===== config.mk =====
export PLATFORM = sky130hd
export DESIGN_NAME = utc_seconds_between_datetimes
export DESIGN_NICKNAME = d
export VERILOG_FILES = /design/src/hdl/utcsd_pkg.sv /design/src/hdl/utcsd_position.sv /design/src/hdl/utc_seconds_between_datetimes.sv
export SDC_FILE = /design/constraint.sdc
export NUM_CORES = 1
export LEC_CHECK = 0
export BUFFER_PORTS_ARGS = -buffer_cell sky130_fd_sc_hd__buf_2
export CORE_MARGIN = 2
export CORE_UTILIZATION = 61
export DETAILED_ROUTE_END_ITERATION = 6
export PLACE_DENSITY_LB_ADDON = 0.05
export SETUP_SLACK_MARGIN = 0.3
export SLEW_MARGIN = 25
export SYNTH_ARGS = -nofsm -noshare
export SYNTH_HDL_FRONTEND = slang
export SYNTH_SLANG_ARGS = --single-unit

===== constraint.sdc =====
create_clock -name clk -period 11.2 [get_ports clk]
set_clock_uncertainty 0.15 [all_clocks]
set_input_delay 2.8 -clock clk [delete_from_list [all_inputs] [get_ports clk]]
set_output_delay 2.8 -clock clk [all_outputs]
set_load 0.01 [all_outputs]

===== src/hdl/utcsd_pkg.sv =====
// Shared constants, lookup tables and types for the UTC date-time difference block
`timescale 1ns / 1ps

package utcsd_pkg;

  // year window covered by the day and leap-second tables
  localparam int YEAR_SPAN = 128;
  localparam int BASE_YEAR = 1970;
  localparam int IDX_W     = $clog2(YEAR_SPAN);

  // field widths
  localparam int YEAR_W  = 12;
  localparam int MONTH_W = 4;
  localparam int DAY_W   = 5;
  localparam int HOUR_W  = 5;
  localparam int MIN_W   = 6;
  localparam int SEC_W   = 6;
  localparam int DT_W    = YEAR_W + MONTH_W + DAY_W + HOUR_W + MIN_W + SEC_W;

  // internal widths: days since base year, seconds inside a day, absolute position
  localparam int YDAYS_W = 17;
  localparam int DCNT_W  = 18;
  localparam int TOD_W   = 17;
  localparam int LEAP_W  = 5;
  localparam int POS_W   = 35;
  localparam int DIFF_W  = POS_W + 1;
  localparam int OUT_W   = 33;

  localparam logic signed [POS_W-1:0] SECS_PER_DAY = POS_W'(86400);
  localparam logic signed [DIFF_W-1:0] SAT_HI = DIFF_W'((64'sd1 <<< (OUT_W - 1)) - 64'sd1);
  localparam logic signed [DIFF_W-1:0] SAT_LO = -DIFF_W'(64'sd1 <<< (OUT_W - 1));

  localparam int JUNE_COUNT = 11;
  localparam int DEC_COUNT  = 16;
  localparam int JUNE_YEARS [JUNE_COUNT] = '{
    1972, 1981, 1982, 1983, 1985, 1992, 1993, 1994, 1997, 2012, 2015
  };
  localparam int DEC_YEARS [DEC_COUNT] = '{
    1972, 1973, 1974, 1975, 1976, 1977, 1978, 1979,
    1987, 1989, 1990, 1995, 1998, 2005, 2008, 2016
  };

  // month codes for the clamp bounds, the leap day and the June leap second
  localparam logic [MONTH_W-1:0] MONTH_JAN = MONTH_W'(1);
  localparam logic [MONTH_W-1:0] MONTH_FEB = MONTH_W'(2);
  localparam logic [MONTH_W-1:0] MONTH_JUL = MONTH_W'(7);
  localparam logic [MONTH_W-1:0] MONTH_DEC = MONTH_W'(12);

  typedef struct packed {
    logic [SEC_W-1:0]   second;
    logic [MIN_W-1:0]   minute;
    logic [HOUR_W-1:0]  hour;
    logic [DAY_W-1:0]   day;
    logic [MONTH_W-1:0] month;
    logic [YEAR_W-1:0]  year;
  } datetime_t;

  // per-stage load enables for the position pipeline
  typedef struct packed {
    logic ld_days;
    logic ld_pos;
  } pos_ctrl_t;

  typedef logic [YDAYS_W-1:0] ydays_arr_t [YEAR_SPAN];
  typedef logic [LEAP_W-1:0]  leap_arr_t  [YEAR_SPAN];
  typedef logic               flag_arr_t  [YEAR_SPAN];

  function automatic int days_before_year(int y);
    int n;
    n = y - 1;
    return 365 * n + n / 4 - n / 100 + n / 400;
  endfunction

  function automatic bit is_greg_leap(int y);
    return ((y % 4 == 0) && (y % 100 != 0)) || (y % 400 == 0);
  endfunction

  // days from the base year's first of January to each year's first of January
  function automatic ydays_arr_t build_year_days();
    ydays_arr_t t;
    for (int i = 0; i < YEAR_SPAN; i++) begin
      t[i] = YDAYS_W'(days_before_year(BASE_YEAR + i) - days_before_year(BASE_YEAR));
    end
    return t;
  endfunction

  // leap seconds already inserted before the first of January of each year
  function automatic leap_arr_t build_leap_base();
    leap_arr_t t;
    int        c;
    for (int i = 0; i < YEAR_SPAN; i++) begin
      c = 0;
      for (int j = 0; j < JUNE_COUNT; j++) begin
        if (JUNE_YEARS[j] < BASE_YEAR + i) c++;
      end
      for (int j = 0; j < DEC_COUNT; j++) begin
        if (DEC_YEARS[j] < BASE_YEAR + i) c++;
      end
      t[i] = LEAP_W'(c);
    end
    return t;
  endfunction

  // year has a leap second at the end of June
  function automatic flag_arr_t build_june_flag();
    flag_arr_t t;
    for (int i = 0; i < YEAR_SPAN; i++) begin
      t[i] = 1'b0;
      for (int j = 0; j < JUNE_COUNT; j++) begin
        if (JUNE_YEARS[j] == BASE_YEAR + i) t[i] = 1'b1;
      end
    end
    return t;
  endfunction

  function automatic flag_arr_t build_greg_flag();
    flag_arr_t t;
    for (int i = 0; i < YEAR_SPAN; i++) begin
      t[i] = is_greg_leap(BASE_YEAR + i);
    end
    return t;
  endfunction

  localparam ydays_arr_t YEAR_DAYS = build_year_days();
  localparam leap_arr_t  LEAP_BASE = build_leap_base();
  localparam flag_arr_t  JUNE_FLAG = build_june_flag();
  localparam flag_arr_t  GREG_FLAG = build_greg_flag();

  // days before the first of each month in a common year, index 1..12
  function automatic logic [8:0] days_before_month(logic [MONTH_W-1:0] m);
    logic [8:0] d;
    case (m)
      4'd1:    d = 9'd0;
      4'd2:    d = 9'd31;
      4'd3:    d = 9'd59;
      4'd4:    d = 9'd90;
      4'd5:    d = 9'd120;
      4'd6:    d = 9'd151;
      4'd7:    d = 9'd181;
      4'd8:    d = 9'd212;
      4'd9:    d = 9'd243;
      4'd10:   d = 9'd273;
      4'd11:   d = 9'd304;
      4'd12:   d = 9'd334;
      default: d = 9'd0;
    endcase
    return d;
  endfunction

endpackage


===== src/hdl/utcsd_position.sv =====
// Two-stage pipeline giving the seconds from the base epoch to one date-time
`timescale 1ns / 1ps

module utcsd_position
  import utcsd_pkg::*;
(
  input  logic                    clk,
  input  pos_ctrl_t               ctrl,
  input  datetime_t               dt,
  output logic signed [POS_W-1:0] pos
);

  logic [IDX_W-1:0]          yidx;
  logic [MONTH_W-1:0]        mon;
  logic [YDAYS_W-1:0]        ydays;
  logic                      greg;
  logic [LEAP_W-1:0]         leaps;
  logic                      june;
  logic signed [DCNT_W-1:0]  days_nxt;
  logic [TOD_W-1:0]          tod_nxt;
  logic signed [DCNT_W-1:0]  days_r;
  logic [TOD_W-1:0]          tod_r;
  logic signed [POS_W-1:0]   pos_nxt;
  logic signed [POS_W-1:0]   pos_r;

  // clamp year into the table window and month into 1..12
  always_comb begin
    if (dt.year < YEAR_W'(BASE_YEAR)) begin
      yidx = '0;
    end else if (dt.year > YEAR_W'(BASE_YEAR + YEAR_SPAN - 1)) begin
      yidx = IDX_W'(YEAR_SPAN - 1);
    end else begin
      yidx = IDX_W'(dt.year - YEAR_W'(BASE_YEAR));
    end
    if (dt.month < MONTH_JAN) begin
      mon = MONTH_JAN;
    end else if (dt.month > MONTH_DEC) begin
      mon = MONTH_DEC;
    end else begin
      mon = dt.month;
    end
  end

  // table lookups per year
  assign ydays = YEAR_DAYS[yidx];
  assign greg  = GREG_FLAG[yidx];
  assign leaps = LEAP_BASE[yidx];
  assign june  = JUNE_FLAG[yidx];

  // day count and seconds within the day, leap seconds folded in
  always_comb begin
    days_nxt = DCNT_W'(ydays) + DCNT_W'(days_before_month(mon))
             + DCNT_W'(greg && (mon > MONTH_FEB)) + DCNT_W'(dt.day) - DCNT_W'(1);
    tod_nxt  = TOD_W'(dt.hour) * TOD_W'(3600) + TOD_W'(dt.minute) * TOD_W'(60)
             + TOD_W'(dt.second) + TOD_W'(leaps) + TOD_W'(june && (mon >= MONTH_JUL));
  end

  always_ff @(posedge clk) begin
    if (ctrl.ld_days) begin
      days_r <= days_nxt;
      tod_r  <= tod_nxt;
    end
  end

  // scale days to seconds
  assign pos_nxt = POS_W'(days_r) * SECS_PER_DAY + $signed(POS_W'(tod_r));

  always_ff @(posedge clk) begin
    if (ctrl.ld_pos) begin
      pos_r <= pos_nxt;
    end
  end

  assign pos = pos_r;

endmodule


===== src/hdl/utc_seconds_between_datetimes.sv =====
// Top level: elapsed UTC seconds between two date-times, leap seconds included
`timescale 1ns / 1ps

// Takes one pair of UTC date-times per transfer and returns end minus start in SI
// seconds as a 33-bit signed value, counting Gregorian leap years and the leap
// seconds inserted from 1972 to 2016. Years are clamped to 1970..2097, months to
// 1..12; day, hour, minute and second are taken linearly. The block accepts a new
// transfer every cycle while the output is not stalled; its result passes through
// four registers in a row: an input register, a day-count stage, a days-to-seconds
// multiply stage and a subtract-and-saturate output register. Each stage holds when
// the one after it is full and stalled.

module utc_seconds_between_datetimes
  import utcsd_pkg::*;
(
  input  logic        clk,
  input  logic        rst_n,
  input  logic        in_tvalid,
  output logic        in_tready,
  // start_year, start_month, start_day, start_hour, start_minute, start_second,
  // end_year, end_month, end_day, end_hour, end_minute, end_second, zero pad
  input  logic [79:0] in_tdata,
  output logic        out_tvalid,
  input  logic        out_tready,
  // seconds_apart, zero pad
  output logic [39:0] out_tdata
);

  logic [2*DT_W-1:0]        in_r;
  logic                     v0_r;
  logic                     v1_r;
  logic                     v2_r;
  logic                     out_valid_r;
  logic [OUT_W-1:0]         out_r;
  logic                     rdy_out;
  logic                     rdy2;
  logic                     rdy1;
  logic                     rdy0;
  pos_ctrl_t                ctrl;
  datetime_t                dt_start;
  datetime_t                dt_end;
  logic signed [POS_W-1:0]  pos_start;
  logic signed [POS_W-1:0]  pos_end;
  logic signed [DIFF_W-1:0] diff;
  logic [OUT_W-1:0]         out_nxt;

  // per-stage ready chain
  assign rdy_out   = !out_valid_r || out_tready;
  assign rdy2      = !v2_r || rdy_out;
  assign rdy1      = !v1_r || rdy2;
  assign rdy0      = !v0_r || rdy1;
  assign in_tready = rdy0;

  assign ctrl.ld_days = v0_r && rdy1;
  assign ctrl.ld_pos  = v1_r && rdy2;

  // stage valid bits
  always_ff @(posedge clk) begin
    if (!rst_n) begin
      v0_r        <= 1'b0;
      v1_r        <= 1'b0;
      v2_r        <= 1'b0;
      out_valid_r <= 1'b0;
    end else begin
      if (rdy0) v0_r <= in_tvalid;
      if (rdy1) v1_r <= v0_r;
      if (rdy2) v2_r <= v1_r;
      if (rdy_out) out_valid_r <= v2_r;
    end
  end

  // input register
  always_ff @(posedge clk) begin
    if (in_tvalid && rdy0) begin
      in_r <= in_tdata[2*DT_W-1:0];
    end
  end

  assign dt_start = datetime_t'(in_r[DT_W-1:0]);
  assign dt_end   = datetime_t'(in_r[2*DT_W-1:DT_W]);

  utcsd_position u_pos_start (
    .clk  (clk),
    .ctrl (ctrl),
    .dt   (dt_start),
    .pos  (pos_start)
  );

  utcsd_position u_pos_end (
    .clk  (clk),
    .ctrl (ctrl),
    .dt   (dt_end),
    .pos  (pos_end)
  );

  // difference and saturation to the output width
  always_comb begin
    diff = DIFF_W'(pos_end) - DIFF_W'(pos_start);
    if (diff > SAT_HI) begin
      out_nxt = OUT_W'(SAT_HI);
    end else if (diff < SAT_LO) begin
      out_nxt = OUT_W'(SAT_LO);
    end else begin
      out_nxt = diff[OUT_W-1:0];
    end
  end

  always_ff @(posedge clk) begin
    if (v2_r && rdy_out) begin
      out_r <= out_nxt;
    end
  end

  assign out_tvalid = out_valid_r;
  assign out_tdata  = {{(40 - OUT_W){1'b0}}, out_r};

  // input only backs up when the first stage holds an item
  a_stall_has_item: assert property (@(posedge clk) disable iff (!rst_n)
    !in_tready |-> v0_r)
    else $error("input stalled with an empty first stage");

  // an accepted transfer lands in the first stage
  a_accept_loads: assert property (@(posedge clk) disable iff (!rst_n)
    in_tvalid && in_tready |=> v0_r)
    else $error("accepted transfer lost at the input register");

  // a new result only comes from a filled multiply stage
  a_result_source: assert property (@(posedge clk) disable iff (!rst_n)
    $rose(out_valid_r) |-> $past(v2_r))
    else $error("result appeared without a source item");

  // a filled multiply stage reaches the output when it is free
  a_stage_drains: assert property (@(posedge clk) disable iff (!rst_n)
    v2_r && rdy_out |=> out_valid_r)
    else $error("multiply stage item not moved to the output");

endmodule


Word level (Yosys, flattened, before mapping)
Memories as Yosys holds them, arrays and structs flattened.
Index checks and enable logic that the tools add are counted.
{"block": "word_totals", "ff_bits": 253, "output_inout_bits": 42, "romBits": 6432, "in_bits": 84, "mem_count": 10}
{"block": "op_classes", "n_lt_le_gt_ge": 16, "reduce_logical": 16, "n_mul": 6, "mux": 25, "addsub": 21, "n_bitwise": 2}
{"memory": "(name not given)", "depth": 128, "width": 17, "rd": 1, "rd_ports_with_merged_regs": 0, "write_ports": 0, "line_no": "utcsd_position.sv:45", "source": "assign ydays = YEAR_DAYS[yidx];"}
{"memory": "(name not given)", "depth": 128, "width": 17, "rd": 1, "rd_ports_with_merged_regs": 0, "write_ports": 0, "line_no": "utcsd_position.sv:45"}
{"memory": "(name not given)", "depth": 128, "width": 5, "rd": 1, "rd_ports_with_merged_regs": 0, "write_ports": 0, "line_no": "utcsd_position.sv:47", "source": "assign leaps = LEAP_BASE[yidx];"}
{"memory": "(name not given)", "depth": 128, "width": 5, "rd": 1, "rd_ports_with_merged_regs": 0, "write_ports": 0, "line_no": "utcsd_position.sv:47"}
{"memory": "(name not given)", "depth": 16, "width": 9, "rd": 1, "rd_ports_with_merged_regs": 0, "write_ports": 0, "line_no": "utcsd_pkg.sv:132", "source": "case (m)"}
{"memory": "(name not given)", "depth": 16, "width": 9, "rd": 1, "rd_ports_with_merged_regs": 0, "write_ports": 0, "line_no": "utcsd_pkg.sv:132"}
{"memory": "4 more memories"}
{"operator": "35-bit by 18-bit adder with 35-bit output", "n": 2}
{"operator": "17-bit 2-to-1 mux", "n": 4}
{"operator": "18-bit by 11-bit multiplier with 28-bit output (second input constant)", "n": 2}
{"operator": "17-bit by 9-bit adder with 18-bit output", "n": 2}
{"operator": "18-bit by 1-bit adder with 18-bit output", "n": 2}
{"operator": "18-bit by 5-bit adder with 18-bit output", "n": 2}
{"operator": "36-bit by 33-bit greater-than comparator with 1-bit output (second input constant)", "n": 1}
{"operator": "36-bit by 33-bit less-than comparator with 1-bit output (second input constant)", "n": 1}
{"operator": "18-bit by 1-bit subtractor with 18-bit output (second input constant)", "n": 2}
{"operator": "35-bit by 35-bit subtractor with 36-bit output", "n": 1}
{"operator": "17-bit by 1-bit adder with 17-bit output", "n": 2}
{"operator": "17-bit by 12-bit adder with 17-bit output", "n": 2}
{"operator": "17-bit by 5-bit adder with 17-bit output", "n": 2}
{"operator": "17-bit by 6-bit adder with 17-bit output", "n": 2}
{"operator": "33-bit 2-to-1 mux", "n": 1}
{"operator": "7-bit 2-to-1 mux", "n": 4}
{"operator": "5-bit by 8-bit multiplier with 13-bit output (second input constant)", "n": 2}
{"operator": "12-bit greater-than comparator (second input constant)", "n": 2}
{"operator": "12-bit by 11-bit less-than comparator with 1-bit output (second input constant)", "n": 2}
{"operator": "6-bit by 4-bit multiplier with 10-bit output (second input constant)", "n": 2}
{"operator": "5-bit 2-to-1 mux", "n": 4}
{"operator": "8-bit greater-or-equal comparator (second input constant)", "n": 2}
{"operator": "4-bit 2-to-1 mux", "n": 4}
{"operator": "7-bit inverter with 8-bit output", "n": 2}
{"operator": "9 further kinds", "n": 34}

Longest topological paths before layout
{"block": "logic_depth", "word_depth": 11, "depth_mapped": 29, "ltp_nobuf": 27}

Cells and area by module
A second synthesis with hierarchy kept.
{"block": "hier_totals", "cells_unflattened": 3370, "hier_area_um2": 30743.2}
{"module": "utcsd_position (u_pos_end)", "area_each_um2": 12415.7, "seq_area_each_um2": 2102.0, "cells_each": 1461, "instances": 1}
{"module": "utcsd_position (u_pos_start)", "area_each_um2": 12388.1, "seq_area_each_um2": 2102.0, "cells_each": 1435, "instances": 1}
{"module": "utc_seconds_between_datetimes", "area_each_um2": 5939.4, "seq_area_each_um2": 3353.2, "cells_each": 474, "instances": 1}

Worst setup path after synthesis
OpenSTA, ideal clock, no wires.
{"block": "synth_path", "path_kind": "in2reg", "from": "in out_tready", "to": "reg u_pos_end.days_r[0], enable pin", "required_time_ns": 10.445, "arrival_time_ns": 8.187, "slack_ns": 2.258, "path_stages": 3, "setup_time_ns": 0.605, "cell_sequence": "nor2b_1 and2_0 a21boi_0"}
{"element": "start: declaration", "line_no": "utc_seconds_between_datetimes.sv:24", "source": "input logic out_tready,"}
{"element": "end signal: assignment", "line_no": "utcsd_position.sv:60", "source": "days_r <= days_nxt;"}
{"element": "end: declaration", "line_no": "utcsd_position.sv:21", "source": "logic signed [DCNT_W-1:0] days_r;"}

Worst setup path in the final report
{"block": "layout_path", "from": "reg in_r[39]", "to": "reg u_pos_end.tod_r[16], data pin"}
{"block": "layout_between", "elab_chain_len": 9, "word_cells_on_any_way": 15, "cone_classes": "add/sub: 3; order compare: 2; mux: 6; bitwise: 1; reduce/logical: 1; memory: 2"}
{"element": "start: declaration", "line_no": "utc_seconds_between_datetimes.sv:29", "source": "logic [2*DT_W-1:0] in_r;"}
{"element": "start signal: assignment", "line_no": "utc_seconds_between_datetimes.sv:75", "source": "in_r <= in_tdata[2*DT_W-1:0];"}
{"element": "12-bit greater-than comparator / 7-bit by 6-bit subtractor with 7-bit output (equally long branches)", "line_no": "utcsd_position.sv:30, utcsd_position.sv:33"}
{"element": "7-bit 2-to-1 mux", "line_no": "utcsd_position.sv:30", "source": "end else if (dt.year > YEAR_W'(BASE_YEAR + YEAR_SPAN - 1)) begin"}
{"element": "7-bit 2-to-1 mux (*)", "line_no": "utcsd_position.sv:28", "source": "if (dt.year < YEAR_W'(BASE_YEAR)) begin"}
{"element": "7-bit inverter with 8-bit output (not written as such) (*)", "line_no": "utcsd_position.sv:47, utcsd_position.sv:48"}
{"element": "memory read 128 x 5 bit / memory read 128 x 1 bit (equally long branches)"}
{"element": "5-bit 2-to-1 mux (not written as such) / 1-bit 2-to-1 mux (equally long branches) (2 in series)", "line_no": "utcsd_position.sv:47, utcsd_position.sv:48"}
{"element": "17-bit by 5-bit adder with 17-bit output / 1-bit logical AND (equally long branches)", "line_no": "utcsd_position.sv:55", "source": "+ TOD_W'(dt.second) + TOD_W'(leaps) + TOD_W'(june && (mon >= MONTH_JUL));"}
{"element": "17-bit by 1-bit adder with 17-bit output (*)", "line_no": "utcsd_position.sv:55"}
{"element": "net u_pos_end.tod_nxt[16]", "line_no": "utcsd_position.sv:20", "source": "logic [TOD_W-1:0] tod_nxt;"}
{"element": "end signal: assignment", "line_no": "utcsd_position.sv:61", "source": "tod_r <= tod_nxt;"}
{"element": "end: declaration", "line_no": "utcsd_position.sv:22", "source": "logic [TOD_W-1:0] tod_r;"}
The timed path passes the listed nets; every way through them passes the cells marked *. The select of a mux whose other input is x is not followed.
A chain may end at the register's enable or synchronous reset.

==> flow_summary.ini <==
[run_status]
status = completed

[logic_synthesis]
async_flop_share_pct = 0
synth-edff-count = 249
synth_seq_cells = 253
yosys.area.top_type_share_pct = 25.6
yosys-top-cells-area = edfxtp_1 26%, ha_1 20%, fa_1 10%
yosysWarnings = 0
synth_top_flop_cell = edfxtp_1
synthTopCellsByCount = 495 x inv_1, 471 x ha_1, 249 x edfxtp_1
yosysSeqAreaShare_pct = 25.9
avgSynthCellArea_um2 = 9.24
yosysMostFrequentCell = inv_1
yosys.area.top_type = edfxtp_1
ys_types = 100
syn_inst = 3165
syn-cell-area_um2 = 29200

[critical_path]
cp_top_family = compound AO/OA/AOI/OAI gates
cp-end-kind = flop
worst_path_most_repeated_cell = ha_1
arrival_ns = 8.03
path_max_fanout = 11
critical_path_required_ns = 11.35
cp_num_buf_inv = 2
cp-start-kind = flop
cpPeakStageDelay_ns = 0.52
critPathSlowestCell = edfxtp_1
critPathKind = reg -> reg

[clock_tree]
holdBufCountCts = 0
cts_sinks = 253
clk_latency_ns = 0.57
post-cts-setup-buffer-count = 0
numCtsBuffers = 29
cts-root-buf = clkbuf_16
ctsResizeCount = 0
clockBufferDepth = 3
tritoncts = yes
clk_pin_slew_ns = 0.06
cts_max_level = 1

[finish]
multiInputGateArea_um2 = 19400
area_growth_pct = 7.13
nNetsFinal = 3926
fill_cells = 3937
final_layout_size_suffix_gt1_share_pct = 7.70
seq_area_um2 = 7560

[detailed_routing]
routed_wl_mm = 67.3
drt_first_pass_iters = 5
drc_errors = 0
drtIter0Drc = 1557
drt-vias-per-instance = 5.95
wl_per_cell_um = 17.4
ant_nets = 0
num_vias = 23000

[sta]
hold_viol = 0
tightest_slew_ns = 1.02
finalMaxSlewViolations = 0
max_slew_margin_pct = 31.9
clock.fmax_mhz = 127
min_period_ns = 7.88
rsz0062_at_grt = false
timing.final.crit_share_pct = 70.4
fin_setup_tns_ns = 0
finalHoldWorstSlack_ns = 0.261
setup_viol = 0

[die]
placement_rows = 80
die_h_um = 223
io_pins = 126
dieArea_um2 = 49700
initial_core_util_pct = 61.5
die_x_um = 223
core_um2 = 47500

[grt]
track_usage_pct = 27.1
antenna_found_initial = 3
gr-total-overflow = 0
grt_pass1_wl_mm = 111
grt_start_max_net_pins = 71
grt_pass1_vias = 22500

[place]
gp_congestion = 0.934
io_buffers = 114
place_hpwl_mm = 52.7

[min_path]
hold_class = reg -> reg

[job]
drv_cap = 0
per-stage QoR:
stage / instance area (µm²) / std cells / util [%] / setup slack (ns)
5_1_grt: 31300 / 3860 / 65.9 / 2.82
6_report: 31300 / 3861 / 65.9 / 3.32
3_3_place_gp: 30300 / 3807 / 63.7 / 3.57
2_1_floorplan: 29300 / 3171 / - / 2.26
3_5_place_dp: 30300 / 3807 / 63.7 / 3.43
4_1_cts: 31300 / 3859 / 65.8 / 3.43
per-layer routing:
metal	vias to the layer above	share of wire (%)	track usage, %	routed length, µm
li1	11300	-	-	-
met1	10900	45	37.2	30400
met2	672	46	45.3	31100
met3	107	5.8	3.56	3930
met4	0	2.7	7.47	1790
met5	-	0	0	0
area by class of cell:
| class | count | share of cell area, % |
|---|---|---|
| Clock buffer | 30 | 2.33 |
| Inverter | 497 | 5.96 |
| Clock inverter | 22 | 0.875 |
| Sequential cell | 253 | 24.1 |
| Antenna cell | 1 | 0.00799 |
| Multi-Input combinational cell | 2312 | 62.0 |
| Timing Repair Buffer | 131 | 2.27 |
| Tap cell | 615 | 2.46 |
final timing paths:
path / start / endpoint / slack [ns] / cells after the start
setup / recovery: in_r[39] / u_pos_end.tod_r[16] / 3.32 / 27
hold / removal: u_pos_end.tod_r[4] / u_pos_end.pos[4] / 0.26 / 0
setup reg to reg: in_r[39] / u_pos_end.tod_r[16] / 3.32 / 27
hold reg to reg: u_pos_end.tod_r[4] / u_pos_end.pos[4] / 0.26 / 0
registers in the layout, indices dropped and copies added, names as in the netlist:
name	count
in_r	76
out_r	33
u_pos_start.days_r	18
out_tvalid	1
v2_r	1
u_pos_start.pos	35
u_pos_end.tod_r	17
v0_r	1
v1_r	1
u_pos_end.days_r	18
u_pos_end.pos	35
u_pos_start.tod_r	17
kinds of logic after synthesis:
kind of cell,Yosys count,synth area share (%)
other,1,0.0128
AO/OA/AOI/OAI,830,18.4
flip-flops,253,25.9
buffers and inverters,606,8.12
adder cells (fa/ha/maj),618,30.2
XOR/XNOR,201,6.14
multiplexers,16,0.608
AND/OR/NAND/NOR,640,10.6
cells in the final DEF (no fill, tap or decap), drive strengths merged, types with 52 or more instances in the layout:
| cell type | count |
|---|---|
| ha | 471 |
| o21ai | 207 |
| a21o | 54 |
| nor3 | 52 |
| nand2 | 174 |
| buf | 131 |
| edfxtp | 249 |
| nor2 | 172 |
| xnor2 | 146 |
| a21oi | 235 |
| nand3 | 76 |
| xor2 | 53 |
| fa | 147 |
| inv | 498 |
Power is left out: the tool's default activity adds up to more than one toggle a clock period on the data nets, which glitch-free logic cannot reach.
